<file path="config.mk">
export PLATFORM = sky130hd
export DESIGN_NAME = backtracking_line_search_step
export DESIGN_NICKNAME = d
export VERILOG_FILES = /design/src/design/bls_pkg.sv /design/src/design/backtracking_line_search_step.sv /design/src/design/bls_alu.sv
export SDC_FILE = /design/constraint.sdc
export NUM_CORES = 2
export LEC_CHECK = 0
export BUFFER_PORTS_ARGS = -buffer_cell sky130_fd_sc_hd__buf_2
export CAP_MARGIN = 5
export CELL_PAD_IN_SITES_DETAIL_PLACEMENT = 1
export CELL_PAD_IN_SITES_GLOBAL_PLACEMENT = 1
export CORE_ASPECT_RATIO = 1.25
export CORE_MARGIN = 8
export CORE_UTILIZATION = 45
export DETAILED_ROUTE_END_ITERATION = 16
export PLACE_DENSITY = 0.74
export SLEW_MARGIN = 20
export SYNTH_ARGS = -nofsm -noshare
export SYNTH_HDL_FRONTEND = slang
export SYNTH_SLANG_ARGS = --single-unit
export TNS_END_PERCENT = 5
</file>
<file path="constraint.sdc">
create_clock -name clk -period 8 [get_ports clk]
set_input_delay 1.6 -clock clk [delete_from_list [all_inputs] [get_ports clk]]
set_output_delay 1.6 -clock clk [all_outputs]
set_load 0.05 [all_outputs]
</file>
<file path="src/design/bls_pkg.sv">
// Shared types and constants for the backtracking line search step block.
`timescale 1ns / 1ps

package bls_pkg;

  localparam logic signed [63:0] Q_ONE   = 64'sh0000_0001_0000_0000;
  localparam logic signed [63:0] Q_M_ONE = -64'sh0000_0001_0000_0000;

  // Arithmetic unit operations
  typedef enum logic [2:0] {
    OP_ADD   = 3'd0,
    OP_SUB   = 3'd1,
    OP_MUL   = 3'd2,
    OP_DIV   = 3'd3,
    OP_SQRT  = 3'd4,
    OP_DIV10 = 3'd5
  } alu_op_t;

  typedef struct packed {
    logic    start;
    alu_op_t op;
  } alu_req_t;

  // Configuration register indexes
  typedef enum logic [1:0] {
    REG_OLD_VALUE     = 2'd0,
    REG_INITIAL_SLOPE = 2'd1,
    REG_DECREASE_TOL  = 2'd2,
    REG_MIN_STEP      = 2'd3
  } cfg_reg_t;

  // Result status codes
  localparam logic [2:0] ST_TRY   = 3'd0;
  localparam logic [2:0] ST_FULL  = 3'd1;
  localparam logic [2:0] ST_BACK  = 3'd2;
  localparam logic [2:0] ST_SMALL = 3'd3;
  localparam logic [2:0] ST_TRIES = 3'd4;

endpackage

</file>
<file path="src/design/backtracking_line_search_step.sv">
// Top level of the backtracking line search step: sequencer, state and handshakes.
`timescale 1ns / 1ps

// Backtracking line search step (Armijo test, quadratic then cubic fit).
// Channels:
//   cfg   : cfg_valid/cfg_ready, cfg_index selects old_value, initial_slope,
//           decrease_tolerance or min_step; write only while the block is idle.
//   in    : in_valid/in_ready carries trial_value, the objective at the step
//           last reported (1.0 for the first request of a search).
//   out   : out_valid/out_ready carries status and step, one per request.
// Math: all arithmetic runs on one shared unit, and one request is in flight at a time.
//   Multiply, divide, sqrt and div by ten are bit-serial, one bit per cycle.
//   The Armijo test runs first; unless it passes or the step is below min_step,
//   a quadratic proposal follows on the first try and a cubic one on later tries.
// Throughput: in_ready rises once the result is loaded into the output
//   register, so the next request is taken while a result still waits.
// Stall: if out_ready is low, a finished request holds in its final state
//   until the output register frees up.
// Reset: step back to 1.0, try count zero, registers to their reset values
//   (decrease_tolerance about 1e-4).

module backtracking_line_search_step
  import bls_pkg::*;
#(
  parameter int MAX_TRIES = 20
) (
  input  logic               clk,
  input  logic               rst,
  input  logic               cfg_valid,
  output logic               cfg_ready,
  input  logic [1:0]         cfg_index,
  input  logic [63:0]        cfg_data,
  input  logic               in_valid,
  output logic               in_ready,
  input  logic signed [63:0] trial_value,
  output logic               out_valid,
  input  logic               out_ready,
  output logic [2:0]         status,
  output logic [32:0]        step
);

  localparam int TW = $clog2(MAX_TRIES + 1);

  typedef enum logic [2:0] {
    S_IDLE = 3'b001,
    S_RUN  = 3'b010,
    S_DONE = 3'b100
  } state_t;

  // micro-steps of the computation
  typedef enum logic [5:0] {
    U_AS, U_AL, U_TH, U_TN,
    U_Q0, U_Q1, U_Q2, U_Q3, U_Q4,
    U_C0, U_C1, U_C2, U_C3, U_C4, U_C5, U_C6, U_C7, U_C8, U_C9,
    U_C10, U_C11, U_C12, U_C13, U_C14, U_C15, U_C16, U_C17, U_C18, U_C19,
    U_C20, U_C21, U_C22, U_C23, U_C24, U_C25, U_C26, U_C27, U_C28, U_C29
  } uop_t;

  // configuration
  logic signed [63:0] old_value;
  logic signed [63:0] initial_slope;
  logic [32:0]        decrease_tolerance;
  logic [32:0]        min_step;

  // search state
  logic [32:0]        current_step;
  logic [32:0]        previous_step;
  logic signed [63:0] previous_value;
  logic [TW-1:0]      try_count;

  // working registers
  state_t             state;
  uop_t               uop;
  logic               issued;
  logic signed [63:0] f;
  logic signed [63:0] thresh, tenth, prop;
  logic signed [63:0] x0, x1, x2, t1, t2, t3, lam2, plam2;
  logic signed [63:0] ca, cb, a3, bb, disc;

  // ALU hookup
  alu_req_t           alu_req;
  alu_op_t            alu_op;
  logic signed [63:0] opa, opb;
  logic               alu_done;
  logic signed [63:0] alu_res;

  logic signed [63:0] lam, plam, tol;
  assign lam  = {31'd0, current_step};
  assign plam = {31'd0, previous_step};
  assign tol  = {31'd0, decrease_tolerance};

  assign cfg_ready = 1'b1;
  assign in_ready  = (state == S_IDLE);

  assign alu_req.start = (state == S_RUN) && !issued;
  assign alu_req.op    = alu_op;

  bls_alu u_alu (
    .clk  (clk),
    .rst  (rst),
    .req  (alu_req),
    .a    (opa),
    .b    (opb),
    .done (alu_done),
    .res  (alu_res)
  );

  // operation and operands of each micro-step
  always_comb begin
    alu_op = OP_ADD;
    opa    = '0;
    opb    = '0;
    unique case (uop)
      U_AS:  begin alu_op = OP_MUL;   opa = initial_slope; opb = tol;           end
      U_AL:  begin alu_op = OP_MUL;   opa = x0;            opb = lam;           end
      U_TH:  begin alu_op = OP_ADD;   opa = old_value;     opb = x0;            end
      U_TN:  begin alu_op = OP_DIV10; opa = lam;           opb = '0;            end
      U_Q0:  begin alu_op = OP_SUB;   opa = f;             opb = old_value;     end
      U_Q1:  begin alu_op = OP_SUB;   opa = x0;            opb = initial_slope; end
      U_Q2:  begin alu_op = OP_ADD;   opa = x0;            opb = x0;            end
      U_Q3:  begin alu_op = OP_SUB;   opa = '0;            opb = initial_slope; end
      U_Q4:  begin alu_op = OP_DIV;   opa = x1;            opb = x0;            end
      U_C0:  begin alu_op = OP_SUB;   opa = f;             opb = old_value;     end
      U_C1:  begin alu_op = OP_MUL;   opa = lam;           opb = initial_slope; end
      U_C2:  begin alu_op = OP_SUB;   opa = x0;            opb = x1;            end
      U_C3:  begin alu_op = OP_SUB;   opa = previous_value; opb = old_value;    end
      U_C4:  begin alu_op = OP_MUL;   opa = plam;          opb = initial_slope; end
      U_C5:  begin alu_op = OP_SUB;   opa = x0;            opb = x1;            end
      U_C6:  begin alu_op = OP_SUB;   opa = lam;           opb = plam;          end
      U_C7:  begin alu_op = OP_DIV;   opa = Q_ONE;         opb = x0;            end
      U_C8:  begin alu_op = OP_MUL;   opa = lam;           opb = lam;           end
      U_C9:  begin alu_op = OP_MUL;   opa = plam;          opb = plam;          end
      U_C10: begin alu_op = OP_DIV;   opa = t1;            opb = lam2;          end
      U_C11: begin alu_op = OP_DIV;   opa = t2;            opb = plam2;         end
      U_C12: begin alu_op = OP_SUB;   opa = x0;            opb = x1;            end
      U_C13: begin alu_op = OP_MUL;   opa = t3;            opb = x0;            end
      U_C14: begin alu_op = OP_MUL;   opa = t2;            opb = lam;           end
      U_C15: begin alu_op = OP_DIV;   opa = x0;            opb = plam2;         end
      U_C16: begin alu_op = OP_MUL;   opa = t1;            opb = plam;          end
      U_C17: begin alu_op = OP_DIV;   opa = x1;            opb = lam2;          end
      U_C18: begin alu_op = OP_SUB;   opa = x0;            opb = x1;            end
      U_C19: begin alu_op = OP_MUL;   opa = t3;            opb = x0;            end
      U_C20: begin alu_op = OP_ADD;   opa = ca;            opb = ca;            end
      U_C21: begin alu_op = OP_ADD;   opa = x0;            opb = ca;            end
      U_C22: begin alu_op = OP_MUL;   opa = cb;            opb = cb;            end
      U_C23: begin alu_op = OP_MUL;   opa = a3;            opb = initial_slope; end
      U_C24: begin alu_op = OP_SUB;   opa = bb;            opb = x0;            end
      U_C25: begin alu_op = OP_SQRT;  opa = disc;          opb = '0;            end
      U_C26: begin
        // root takes the sign of a (zero counts as positive)
        if (ca[63]) begin alu_op = OP_SUB; opa = '0; opb = x0; end
        else        begin alu_op = OP_ADD; opa = x0; opb = '0; end
      end
      U_C27: begin alu_op = OP_SUB;   opa = '0;            opb = cb;            end
      U_C28: begin
        alu_op = (disc > bb) ? OP_ADD : OP_SUB;
        opa    = x2;
        opb    = x1;
      end
      U_C29: begin alu_op = OP_DIV;   opa = x0;            opb = a3;            end
      default: begin alu_op = OP_ADD; opa = '0;            opb = '0;            end
    endcase
  end

  // final decision and clamping of the proposal
  logic               pass, too_small, cubic, last_try;
  logic [TW-1:0]      tries;
  logic signed [63:0] half, p1, p2, p3;
  logic [2:0]         fin_status;
  logic [32:0]        fin_step;

  always_comb begin
    pass      = f <= thresh;
    too_small = current_step < min_step;
    cubic     = (try_count != '0);
    tries     = try_count + 1'b1;
    last_try  = tries >= TW'(MAX_TRIES);
    half      = {32'd0, current_step[32:1]};
    p1        = (cubic && prop > half) ? half : prop;
    p2        = (p1 < tenth) ? tenth : p1;
    p3        = (p2 > Q_ONE) ? Q_ONE : p2;
    priority if (pass) begin
      fin_status = cubic ? ST_BACK : ST_FULL;
      fin_step   = current_step;
    end else if (too_small) begin
      fin_status = ST_SMALL;
      fin_step   = current_step;
    end else if (last_try) begin
      fin_status = ST_TRIES;
      fin_step   = current_step;
    end else begin
      fin_status = ST_TRY;
      fin_step   = p3[32:0];
    end
  end

  always_ff @(posedge clk) begin
    if (rst) begin
      state              <= S_IDLE;
      uop                <= U_AS;
      issued             <= 1'b0;
      out_valid          <= 1'b0;
      old_value          <= '0;
      initial_slope      <= '0;
      decrease_tolerance <= 33'd429497;
      min_step           <= '0;
      current_step       <= Q_ONE[32:0];
      previous_step      <= '0;
      previous_value     <= Q_M_ONE;
      try_count          <= '0;
    end else begin
      if (cfg_valid && cfg_ready) begin
        unique case (cfg_reg_t'(cfg_index))
          REG_OLD_VALUE:     old_value          <= cfg_data;
          REG_INITIAL_SLOPE: initial_slope      <= cfg_data;
          REG_DECREASE_TOL:  decrease_tolerance <= cfg_data[32:0];
          REG_MIN_STEP:      min_step           <= cfg_data[32:0];
          default:           min_step           <= min_step;
        endcase
      end

      // drained and not reloaded this cycle
      if (out_valid && out_ready && state != S_DONE) out_valid <= 1'b0;

      unique case (state)
        S_IDLE: begin
          if (in_valid) begin
            f      <= trial_value;
            uop    <= U_AS;
            issued <= 1'b0;
            state  <= S_RUN;
          end
        end
        S_RUN: begin
          if (!issued) begin
            issued <= 1'b1;
          end else if (alu_done) begin
            issued <= 1'b0;
            unique case (uop)
              U_AS, U_AL, U_Q0, U_Q1, U_Q2, U_C0, U_C3, U_C6, U_C10, U_C12,
              U_C14, U_C15, U_C18, U_C20, U_C23, U_C25, U_C28: x0 <= alu_res;
              U_C1, U_C4, U_C11, U_C16, U_C17, U_C26, U_Q3:     x1 <= alu_res;
              U_C27: x2     <= alu_res;
              U_TH:  thresh <= alu_res;
              U_C2:  t1     <= alu_res;
              U_C5:  t2     <= alu_res;
              U_C7:  t3     <= alu_res;
              U_C8:  lam2   <= alu_res;
              U_C9:  plam2  <= alu_res;
              U_C13: ca     <= alu_res;
              U_C19: cb     <= alu_res;
              U_C21: a3     <= alu_res;
              U_C22: bb     <= alu_res;
              U_C24: disc   <= alu_res;
              U_TN:  tenth  <= alu_res;
              U_Q4, U_C29: prop <= alu_res;
              default: prop <= prop;
            endcase
            // branch points, else next micro-step
            priority if (uop == U_TN) begin
              if (pass || too_small) state <= S_DONE;
              else                   uop   <= cubic ? U_C0 : U_Q0;
            end else if (uop == U_Q4 || uop == U_C29) begin
              state <= S_DONE;
            end else begin
              uop <= uop_t'(uop + 6'd1);
            end
          end
        end
        S_DONE: begin
          if (!out_valid || out_ready) begin
            out_valid <= 1'b1;
            status    <= fin_status;
            step      <= fin_step;
            state     <= S_IDLE;
            if (fin_status == ST_TRY) begin
              previous_step  <= current_step;
              previous_value <= f;
              current_step   <= p3[32:0];
              try_count      <= tries;
            end else begin
              // terminal: restart the search
              current_step   <= Q_ONE[32:0];
              previous_step  <= '0;
              previous_value <= Q_M_ONE;
              try_count      <= '0;
            end
          end
        end
        default: state <= S_IDLE;
      endcase
    end
  end

endmodule

</file>
<file path="src/design/bls_alu.sv">
// Shared bit-serial Q32.32 arithmetic unit: saturating add/sub, mul, div, sqrt, div by ten.
`timescale 1ns / 1ps

module bls_alu
  import bls_pkg::*;
(
  input  logic               clk,
  input  logic               rst,
  input  alu_req_t           req,
  input  logic signed [63:0] a,
  input  logic signed [63:0] b,
  output logic               done,
  output logic signed [63:0] res
);

  localparam logic signed [63:0] S_MAX = 64'sh7FFF_FFFF_FFFF_FFFF;
  localparam logic signed [63:0] S_MIN = 64'sh8000_0000_0000_0000;

  function automatic logic [63:0] mag(input logic [63:0] x);
    mag = x[63] ? (64'd0 - x) : x;
  endfunction

  function automatic logic signed [63:0] sat_signed(input logic [63:0] m, input logic neg);
    if (neg) sat_signed = m[63] ? S_MIN : (64'd0 - m);
    else     sat_signed = m[63] ? S_MAX : m;
  endfunction

  function automatic logic signed [63:0] sat_sum(input logic [64:0] s);
    if (s[64] != s[63]) sat_sum = s[64] ? S_MIN : S_MAX;
    else                sat_sum = s[63:0];
  endfunction

  logic          busy;
  alu_op_t       op_q;
  logic [7:0]    cnt;
  logic [63:0]   acc;
  logic [127:0]  shf;
  logic [63:0]   quo;
  logic [63:0]   opd;
  logic          neg;
  logic          over;

  // iteration temporaries
  logic [64:0] mul_sum;
  logic [64:0] div_r2;
  logic        div_take;
  logic [51:0] sq_rem2;
  logic [51:0] sq_trial;
  logic [51:0] sq_diff;
  logic        sq_take;
  logic [4:0]  d10_r2;
  logic        d10_take;
  logic [63:0] mul_m;

  always_comb begin
    mul_sum  = {1'b0, acc} + (quo[0] ? {1'b0, opd} : 65'd0);
    div_r2   = {acc, shf[127]};
    div_take = acc[63] || (div_r2[63:0] >= opd);
    sq_rem2  = {acc[49:0], shf[127:126]};
    sq_trial = {2'b00, quo[47:0], 2'b01};
    sq_diff  = sq_rem2 - sq_trial;
    sq_take  = sq_rem2 >= sq_trial;
    d10_r2   = {acc[3:0], shf[127]};
    d10_take = d10_r2 >= 5'd10;
    mul_m    = (acc[63:32] != 32'd0) ? 64'hFFFF_FFFF_FFFF_FFFF : {acc[31:0], quo[63:32]};
  end

  always_ff @(posedge clk) begin
    if (rst) begin
      busy <= 1'b0;
      done <= 1'b0;
      cnt  <= '0;
    end else begin
      done <= 1'b0;
      if (req.start) begin
        op_q <= req.op;
        neg  <= a[63] ^ b[63];
        acc  <= '0;
        quo  <= '0;
        over <= 1'b0;
        unique case (req.op)
          OP_ADD: begin
            res  <= sat_sum({a[63], a} + {b[63], b});
            done <= 1'b1;
          end
          OP_SUB: begin
            res  <= sat_sum({a[63], a} - {b[63], b});
            done <= 1'b1;
          end
          OP_MUL: begin
            opd  <= mag(a);
            quo  <= mag(b);
            cnt  <= 8'd64;
            busy <= 1'b1;
          end
          OP_DIV: begin
            if (b == 64'sd0) begin
              res  <= a[63] ? S_MIN : S_MAX;
              done <= 1'b1;
            end else begin
              opd  <= mag(b);
              shf  <= {32'd0, mag(a), 32'd0};
              cnt  <= 8'd128;
              busy <= 1'b1;
            end
          end
          OP_SQRT: begin
            if (a[63] || a == 64'sd0) begin
              res  <= '0;
              done <= 1'b1;
            end else begin
              shf  <= {a, 64'd0};
              cnt  <= 8'd48;
              busy <= 1'b1;
            end
          end
          OP_DIV10: begin
            shf  <= {a[32:0], 95'd0};
            cnt  <= 8'd33;
            busy <= 1'b1;
          end
          default: begin
            res  <= '0;
            done <= 1'b1;
          end
        endcase
      end else if (busy) begin
        if (cnt != 8'd0) begin
          cnt <= cnt - 8'd1;
          unique case (op_q)
            OP_MUL: begin
              acc <= mul_sum[64:1];
              quo <= {mul_sum[0], quo[63:1]};
            end
            OP_DIV: begin
              acc  <= div_take ? (div_r2[63:0] - opd) : div_r2[63:0];
              over <= over | quo[63];
              quo  <= {quo[62:0], div_take};
              shf  <= {shf[126:0], 1'b0};
            end
            OP_SQRT: begin
              acc <= {14'd0, sq_take ? sq_diff[49:0] : sq_rem2[49:0]};
              quo <= {quo[62:0], sq_take};
              shf <= {shf[125:0], 2'b00};
            end
            OP_DIV10: begin
              acc <= {60'd0, d10_take ? (d10_r2[3:0] - 4'd10) : d10_r2[3:0]};
              quo <= {quo[62:0], d10_take};
              shf <= {shf[126:0], 1'b0};
            end
            default: begin
              acc <= acc;
            end
          endcase
        end else begin
          busy <= 1'b0;
          done <= 1'b1;
          unique case (op_q)
            OP_MUL:   res <= sat_signed(mul_m, neg);
            OP_DIV:   res <= sat_signed(over ? 64'hFFFF_FFFF_FFFF_FFFF : quo, neg);
            OP_SQRT:  res <= {16'd0, quo[47:0]};
            OP_DIV10: res <= {31'd0, quo[32:0]};
            default:  res <= '0;
          endcase
        end
      end
    end
  end

endmodule
</file>
# Word-level counts from Yosys, hierarchy flattened
# Cells that the tools add are included.
# classes
add_sub_neg	13
n_lt_le_gt_ge	10
eq_ne	74
mux	108
bitwise_logic	3
reduce_logical	87
# op_table
op	n
$mux 64	32
$pmux 64 s19	1
$pmux 64 s13	1
$pmux 64 s4	3
$mux 128	5
$pmux 128 s3	1
$pmux 64 s5	1
$pmux 128 s2	1
$sub 1x64->64 const A	4
$mux 33	6
$add 64x64->65	2
$logic_not 64->1	2
$pmux 64 s2	1
$mux 63	2
$eq 6x5->1 const B	16
$reduce_and 5->1	17
$sub 64x64->65	1
$ge 64x64->1	1
$gt 64x33->1	1
$gt 64x34->1 const B	1
$gt 64x64->1	1
$le 64x64->1	1
$lt 64x64->1	1
$sub 64x64->64	1
other kinds (69)	192
# word_totals
reg_bits	1863
in_bits	135
output_inout_bits	39

# Logic depth before layout (Yosys ltp)
# depth
ltp_word	10
ltp_mapped	31
ltp_nobuf	23

# Hierarchy
# Synthesis repeated with hierarchy kept, for this count alone.
# hier_totals
hier_cells	11213
hier_area_um2	109092.1
# by_module_without_submodules
module	instances	cells_per_inst	area_per_inst_um2	seq_area_each_um2
backtracking_line_search_step	1	5304	63835.0	40558.9
bls_alu	1	5909	45257.2	10920.5

# Least setup slack after synthesis
# No wires, ideal clock.
# synth_path
path_kind	reg-to-reg
startpoint	reg uop[0]
endpoint	reg u_alu.res[0], enable pin
setup_ns	0.507
t_arrival_ns	7.428
t_required_ns	7.493
path_slack_ns	0.065
path_stages_with_launch	22
n_path_buf	5
period_less_slack_ns	7.935
path_cell_list	dfxtp_1 -> inv_1 -> ha_1 -> clkbuf_1 -> mux2_1 -> and3_1 -> buf_2 -> buf_6 -> buf_2 -> clkbuf_1 -> a222oi_1 -> nand4_1 -> inv_1 -> ha_1 -> inv_1 -> nor4_1 -> nand4_1 -> nor4_2 -> a31oi_1 -> o21ai_0 -> o211ai_1 -> a21oi_1
# synth_between
elab_chain_len	7
elab_cells_between_ends	75
classes_between	eq/ne: 45; mux: 3; reduce/logical: 27
# synth_rtl
element	line_no	text
start: declaration	backtracking_line_search_step.sv:73	uop_t uop;
start signal: assignment	backtracking_line_search_step.sv:262	else uop <= cubic ? U_C0 : U_Q0;
start signal: assignment	backtracking_line_search_step.sv:266	uop <= uop_t'(uop + 6'd1);
$eq 6x6->1 (tied with other cells)	backtracking_line_search_step.sv:113	unique case (uop)
$reduce_or 10->1 (no line) (tied with other cells)	n/a	
$pmux 64 s19 or $pmux 3 s7 (tied branches)	backtracking_line_search_step.sv:113	
$logic_not 64->1 (tied with other cells)	bls_alu.sv:108	if (a[63] || a == 64'sd0) begin
$logic_or 1x1->1 or $reduce_or 2->1 (tied branches)	n/a	
$ne 3x2->1 (no line) or $ne 2x2->1 (tied branches)	n/a	
$reduce_and 6->1 (no line) *	n/a	
end signal: assignment	bls_alu.sv:98	res <= a[63] ? S_MIN : S_MAX;
end signal: assignment	bls_alu.sv:159	OP_MUL: res <= sat_signed(mul_m, neg);
end signal: assignment	bls_alu.sv:160	OP_DIV: res <= sat_signed(over ? 64'hFFFF_FFFF_FFFF_FFFF : quo, neg);
end: declaration	bls_alu.sv:13	output logic signed [63:0] res
# Every way passes the cells marked *; elsewhere a longest branch is shown, timed or not.
# A chain may end at the register's enable or synchronous reset.

# Worst setup path in the final report
# layout_path
startpoint	reg current_step[31]
endpoint	reg step[13] (data pin)
# layout_between
elab_chain_len	10
elab_cells_between_ends	11
classes_between	order compare: 4; mux: 6; reduce/logical: 1
# layout_rtl
element	line_no	text
start: declaration	backtracking_line_search_step.sv:66	logic [32:0] current_step;
start signal: assignment	backtracking_line_search_step.sv:207	current_step <= Q_ONE[32:0];
start signal: assignment	backtracking_line_search_step.sv:279	current_step <= p3[32:0];
start signal: assignment	backtracking_line_search_step.sv:283	current_step <= Q_ONE[32:0];
$gt 64x33->1	backtracking_line_search_step.sv:179	p1 = (cubic && prop > half) ? half : prop;
$logic_and 1x1->1	backtracking_line_search_step.sv:179	
$mux 64	backtracking_line_search_step.sv:179	
$lt 64x64->1	backtracking_line_search_step.sv:180	p2 = (p1 < tenth) ? tenth : p1;
$mux 64	backtracking_line_search_step.sv:180	
$gt 64x34->1	backtracking_line_search_step.sv:181	p3 = (p2 > Q_ONE) ? Q_ONE : p2;
$mux 33	backtracking_line_search_step.sv:181	
$mux 33	backtracking_line_search_step.sv:188	end else if (last_try) begin
$mux 33 *	backtracking_line_search_step.sv:185	end else if (too_small) begin
$mux 33 *	backtracking_line_search_step.sv:182	priority if (pass) begin
named net fin_step[13]	backtracking_line_search_step.sv:170	logic [32:0] fin_step;
end signal: assignment	backtracking_line_search_step.sv:274	step <= fin_step;
end: declaration	backtracking_line_search_step.sv:39	output logic [32:0] step
# The timed path passes the listed nets; every way through them passes the cells marked *.

==> key figures <==
STA
  – Setup repair after global routing missed its margin: false
  – Hold Fails Final Rpt: 0
  – Worst Max-Slew Pin Slew: 1.30 ns
  – Setup violators final: 0
  – Slew Limit Fails: 0
  – Crit share post-route: 99.3%
  – Worst slew margin relative to its limit: 12.6%
  – Time the worst path needs with I/O delays and setup: 7.95 ns
  – Setup clock skew after layout: between 0.09 and 0.1 ns
  – Max Freq: 0.126 GHz
  – Final setup TNS: 0 ns

Critical path
  – Setup CP Type: flip-flop to flip-flop
  – Arrival time worst endpoint: 8.57 ns
  – Slowest cell on the critical path: sky130_fd_sc_hd__nor4_1
  – Crit path top cell by count: sky130_fd_sc_hd__buf_4
  – Worst R2R Start: current_step[31]
  – Kind of capture point of the worst setup path: flip-flop
  – Crit start category: flip-flop
  – First element of the critical path: current_step[31]
  – Largest incremental delay on the critical path: 0.63 ns
  – Critical Path, Cell by Cell: inv_1 > ha_1 > nand4_1 > nor4_2 > buf_4 > o31a_1 > o31ai_4 > and2_1 > ha_1 > nand4_1 > nor4_1 > buf_4 > nand2_1 > or3_1 > nor4_1 > buf_4 > nand3_1 > a41o_1 > nand3_2 > mux2_2 > buf_4 > o31ai_1
  – Required time at the worst-slack endpoint: between 8 and 9 ns
  – Largest fanout on the critical path: 26

Synthesis
  – Multiplexer fraction of the synthesized cell area: 2.18%
  – Post-synth ARST share: 0%
  – Flop and latch count out of synthesis: approximately 1800
  – Synth Area in Compound Gates: 21.2%
  – Dominant combinational cell family by area after synthesis: compound AO/OA/AOI/OAI gates
  – Count of flip-flops with a built-in enable after synthesis: 1481
  – Top flip-flop cell by instance count after synthesis: sky130_fd_sc_hd__edfxtp_1
  – Library cells used by synthesis: 108
  – Post-synthesis instance total: 11273
  – Sequential cell area fraction in the yosys report: 46.8%
  – Syn Area/Cell: 9.75 um^2
  – Post-synthesis net count: 11986
  – XOR/XNOR Fraction of Synth Area: between 3 and 4%
  – Adder-cell area share of the yosys netlist: 6.61%
  – Synth warnings: 0
  – Synthesized-area fraction occupied by and/or/nand/nor cells: 14.7%
  – Netlist Area Pre-Place: 0.110 mm^2

Layout
  – Commonest cells after routing, fill and taps aside: sky130_fd_sc_hd__edfxtp_1, sky130_fd_sc_hd__nand2_1, sky130_fd_sc_hd__a21oi_1, sky130_fd_sc_hd__nor2_1, sky130_fd_sc_hd__inv_1
  – Fin cells: 14859
  – Fraction of layout instances using a drive strength above 1: 11.4%
  – Number of nets in the final layout: 12212
  – Number of flip-flops under the largest register name: 96
  – Post-route cell area: around 0.12 mm^2
  – Most common cell after layout, fill and taps aside: sky130_fd_sc_hd__edfxtp_1
  – Largest Register: u_alu.shf
  – Filler cell count: 26794
  – Synth-to-layout area growth: 13.1%

Clock tree
  – Root buffer cell: sky130_fd_sc_hd__clkbuf_16
  – CTS buffer count: 200
  – Setup Buffers After CTS: 0
  – Maximum clock path buffer count: 4
  – Register clock-pin slew on the reported worst setup and hold paths: 0.06 ns
  – Hold buffer count at CTS: 0
  – H-tree depth: 4
  – CTS resizes: 0
  – Clock sink count: 1831
  – Clock latency of the later-clocked register in the worst-skew pair: about 0.89 ns
  – TritonCTS clock tree: done

Drt
  – Vias/cell: approximately 7.0
  – Highest metal layer with signal wires: met5
  – Met2 WL post-DR: 260000 um
  – Met3 wire length: approximately 52000 um
  – Initial DRT Pass Iterations: 7
  – Drt first-iter violations: 13752
  – Remaining DRCs: 0
  – DR vias: 103505
  – Final WL: approximately 570000 um
  – Number of antenna-violating nets in the routed design: 0
  – Mean routed wirelength per cell: around 38 um
  – Sum of routed wire segments on met1: a little under 200000 um

Global routing
  – Global-route wire length before repair: 788000 um
  – Number of antenna violations at the first check in global routing: 28
  – Pin count of the biggest net entering global routing: 108
  – GR Util All Layers: 41.5%
  – Via count of the first global-routing pass: 106112
  – Overflow left after global routing: 0

Placed design
  – GP Congestion: approximately 1.0
  – IO buf count: around 170
  – Final HPWL DP: 416000 um
  – Total placed instance area: ~0.12 mm^2
  – Number of placed cells counting well taps: roughly 14000

Run
  – Maximum Capacitance Violations: 0

Power
  – Worst-case vdd ir drop: roughly 0.19 mV
  – Overall power: between 20 and 25 mW
  – Static leakage: 47.7 nW
  – Power Density: 185 mW/mm^2

Floorplan
  – Effective utilization at floorplan: 45.1%
  – Core Footprint: between 0.2 and 0.25 mm^2
  – Overall die height: 569 um
  – Overall die area: 0.260 mm^2
  – Total I/O pin count: 174
  – Width of the chip: about 460 um
  – Std-Cell Rows: 203

Worst hold path
  – Type of the most critical hold path: flip-flop to flip-flop
  – Start point of the worst hold path: min_step[22]

Status
  – Run status: finished, final reports clean
worst max-delay path: cells and delay by family, from the launching register on:
family	cells	cell delay [ns]
compound gates	4	1.72
fa+ha+maj	2	0.64
buf+inv	5	1.10
flops	1	0.62
mux	1	0.37
simple gates	10	3.13
cell families after synthesis:
family / Yosys count
AOI/OAI and AO/OA: 3482
and+or+nand+nor: 3354
DFF: 1831
buffers and inverters: 1345
adders and majority gates: 578
xor gates and xnor gates: 446
muxes: 236
other: 1
final cells by class:
cell class	count	area, um^2	share of cell area [%]
inverter	590	2210	1.78
timing repair buffer	779	6050	4.87
clock buffer	266	5580	4.49
clock inverter	100	1300	1.05
antenna	19	47.5	0.0382
sequential	1831	51500	41.4
multi-input combinational	8097	53700	43.2
tap	3177	3980	3.20
metal layers:
layer,vias to the layer above,GRT usage [%]
li1,43101,-
met1,51926,47.2
met4,16,32.5
met5,-,0
met3,1987,8.96
met2,6475,67.7
path summary, 6_finish.rpt:
| path | endpoint | slack [ns] | cells past startpoint |
|---|---|---|---|
| max | step[13] | 0.05 | 22 |
| min reg2reg | min_step[22] | 0.46 | 2 |
| min | min_step[22] | 0.46 | 2 |
| max reg2reg | step[13] | 0.05 | 22 |
cells in the mapped netlist, types with 111 or more instances:
library cell | count | area, um^2
sky130_fd_sc_hd__a21o_1 | 215 | 1610
sky130_fd_sc_hd__a21oi_1 | 855 | 4280
sky130_fd_sc_hd__a222oi_1 | 157 | 1570
sky130_fd_sc_hd__a22oi_1 | 413 | 3100
sky130_fd_sc_hd__a31oi_1 | 114 | 713
sky130_fd_sc_hd__and3_1 | 178 | 1110
sky130_fd_sc_hd__clkbuf_1 | 590 | 2210
sky130_fd_sc_hd__dfxtp_1 | 350 | 7010
sky130_fd_sc_hd__edfxtp_1 | 1481 | 44500
sky130_fd_sc_hd__ha_1 | 574 | 7180
sky130_fd_sc_hd__inv_1 | 584 | 2190
sky130_fd_sc_hd__mux2i_1 | 211 | 2110
sky130_fd_sc_hd__nand2_1 | 1199 | 4500
sky130_fd_sc_hd__nand3_1 | 334 | 1670
sky130_fd_sc_hd__nand4_1 | 169 | 1060
sky130_fd_sc_hd__nor2_1 | 681 | 2560
sky130_fd_sc_hd__nor3_1 | 199 | 996
sky130_fd_sc_hd__o21ai_0 | 566 | 2830
sky130_fd_sc_hd__o22ai_1 | 199 | 1240
sky130_fd_sc_hd__o31ai_1 | 111 | 833
sky130_fd_sc_hd__xnor2_1 | 326 | 2860
sky130_fd_sc_hd__xor2_1 | 120 | 1050
where the power goes:
| part | switching [mW] | leakage [nW] | total [mW] | internal [mW] |
|---|---|---|---|---|
| Combinational | 1.67 | 28.1 | 2.45 | 0.779 |
| Clock | 4.17 | 3.36 | 9.98 | 5.81 |
| Sequential | 0.210 | 16.2 | 10.6 | 10.4 |
per-stage QoR:
step           setup slack (ns)  hold WS (ns)  util, %
6_report                 0.0544         0.458     51.0
5_1_grt                  0.0738         0.477     51.0
2_1_floorplan            0.0651         0.427        -
3_3_place_gp              0.155         0.439     48.1
3_5_place_dp              0.108         0.449     48.1
4_1_cts                  0.0498         0.457     50.9
(Power assumes the default switching activity.)
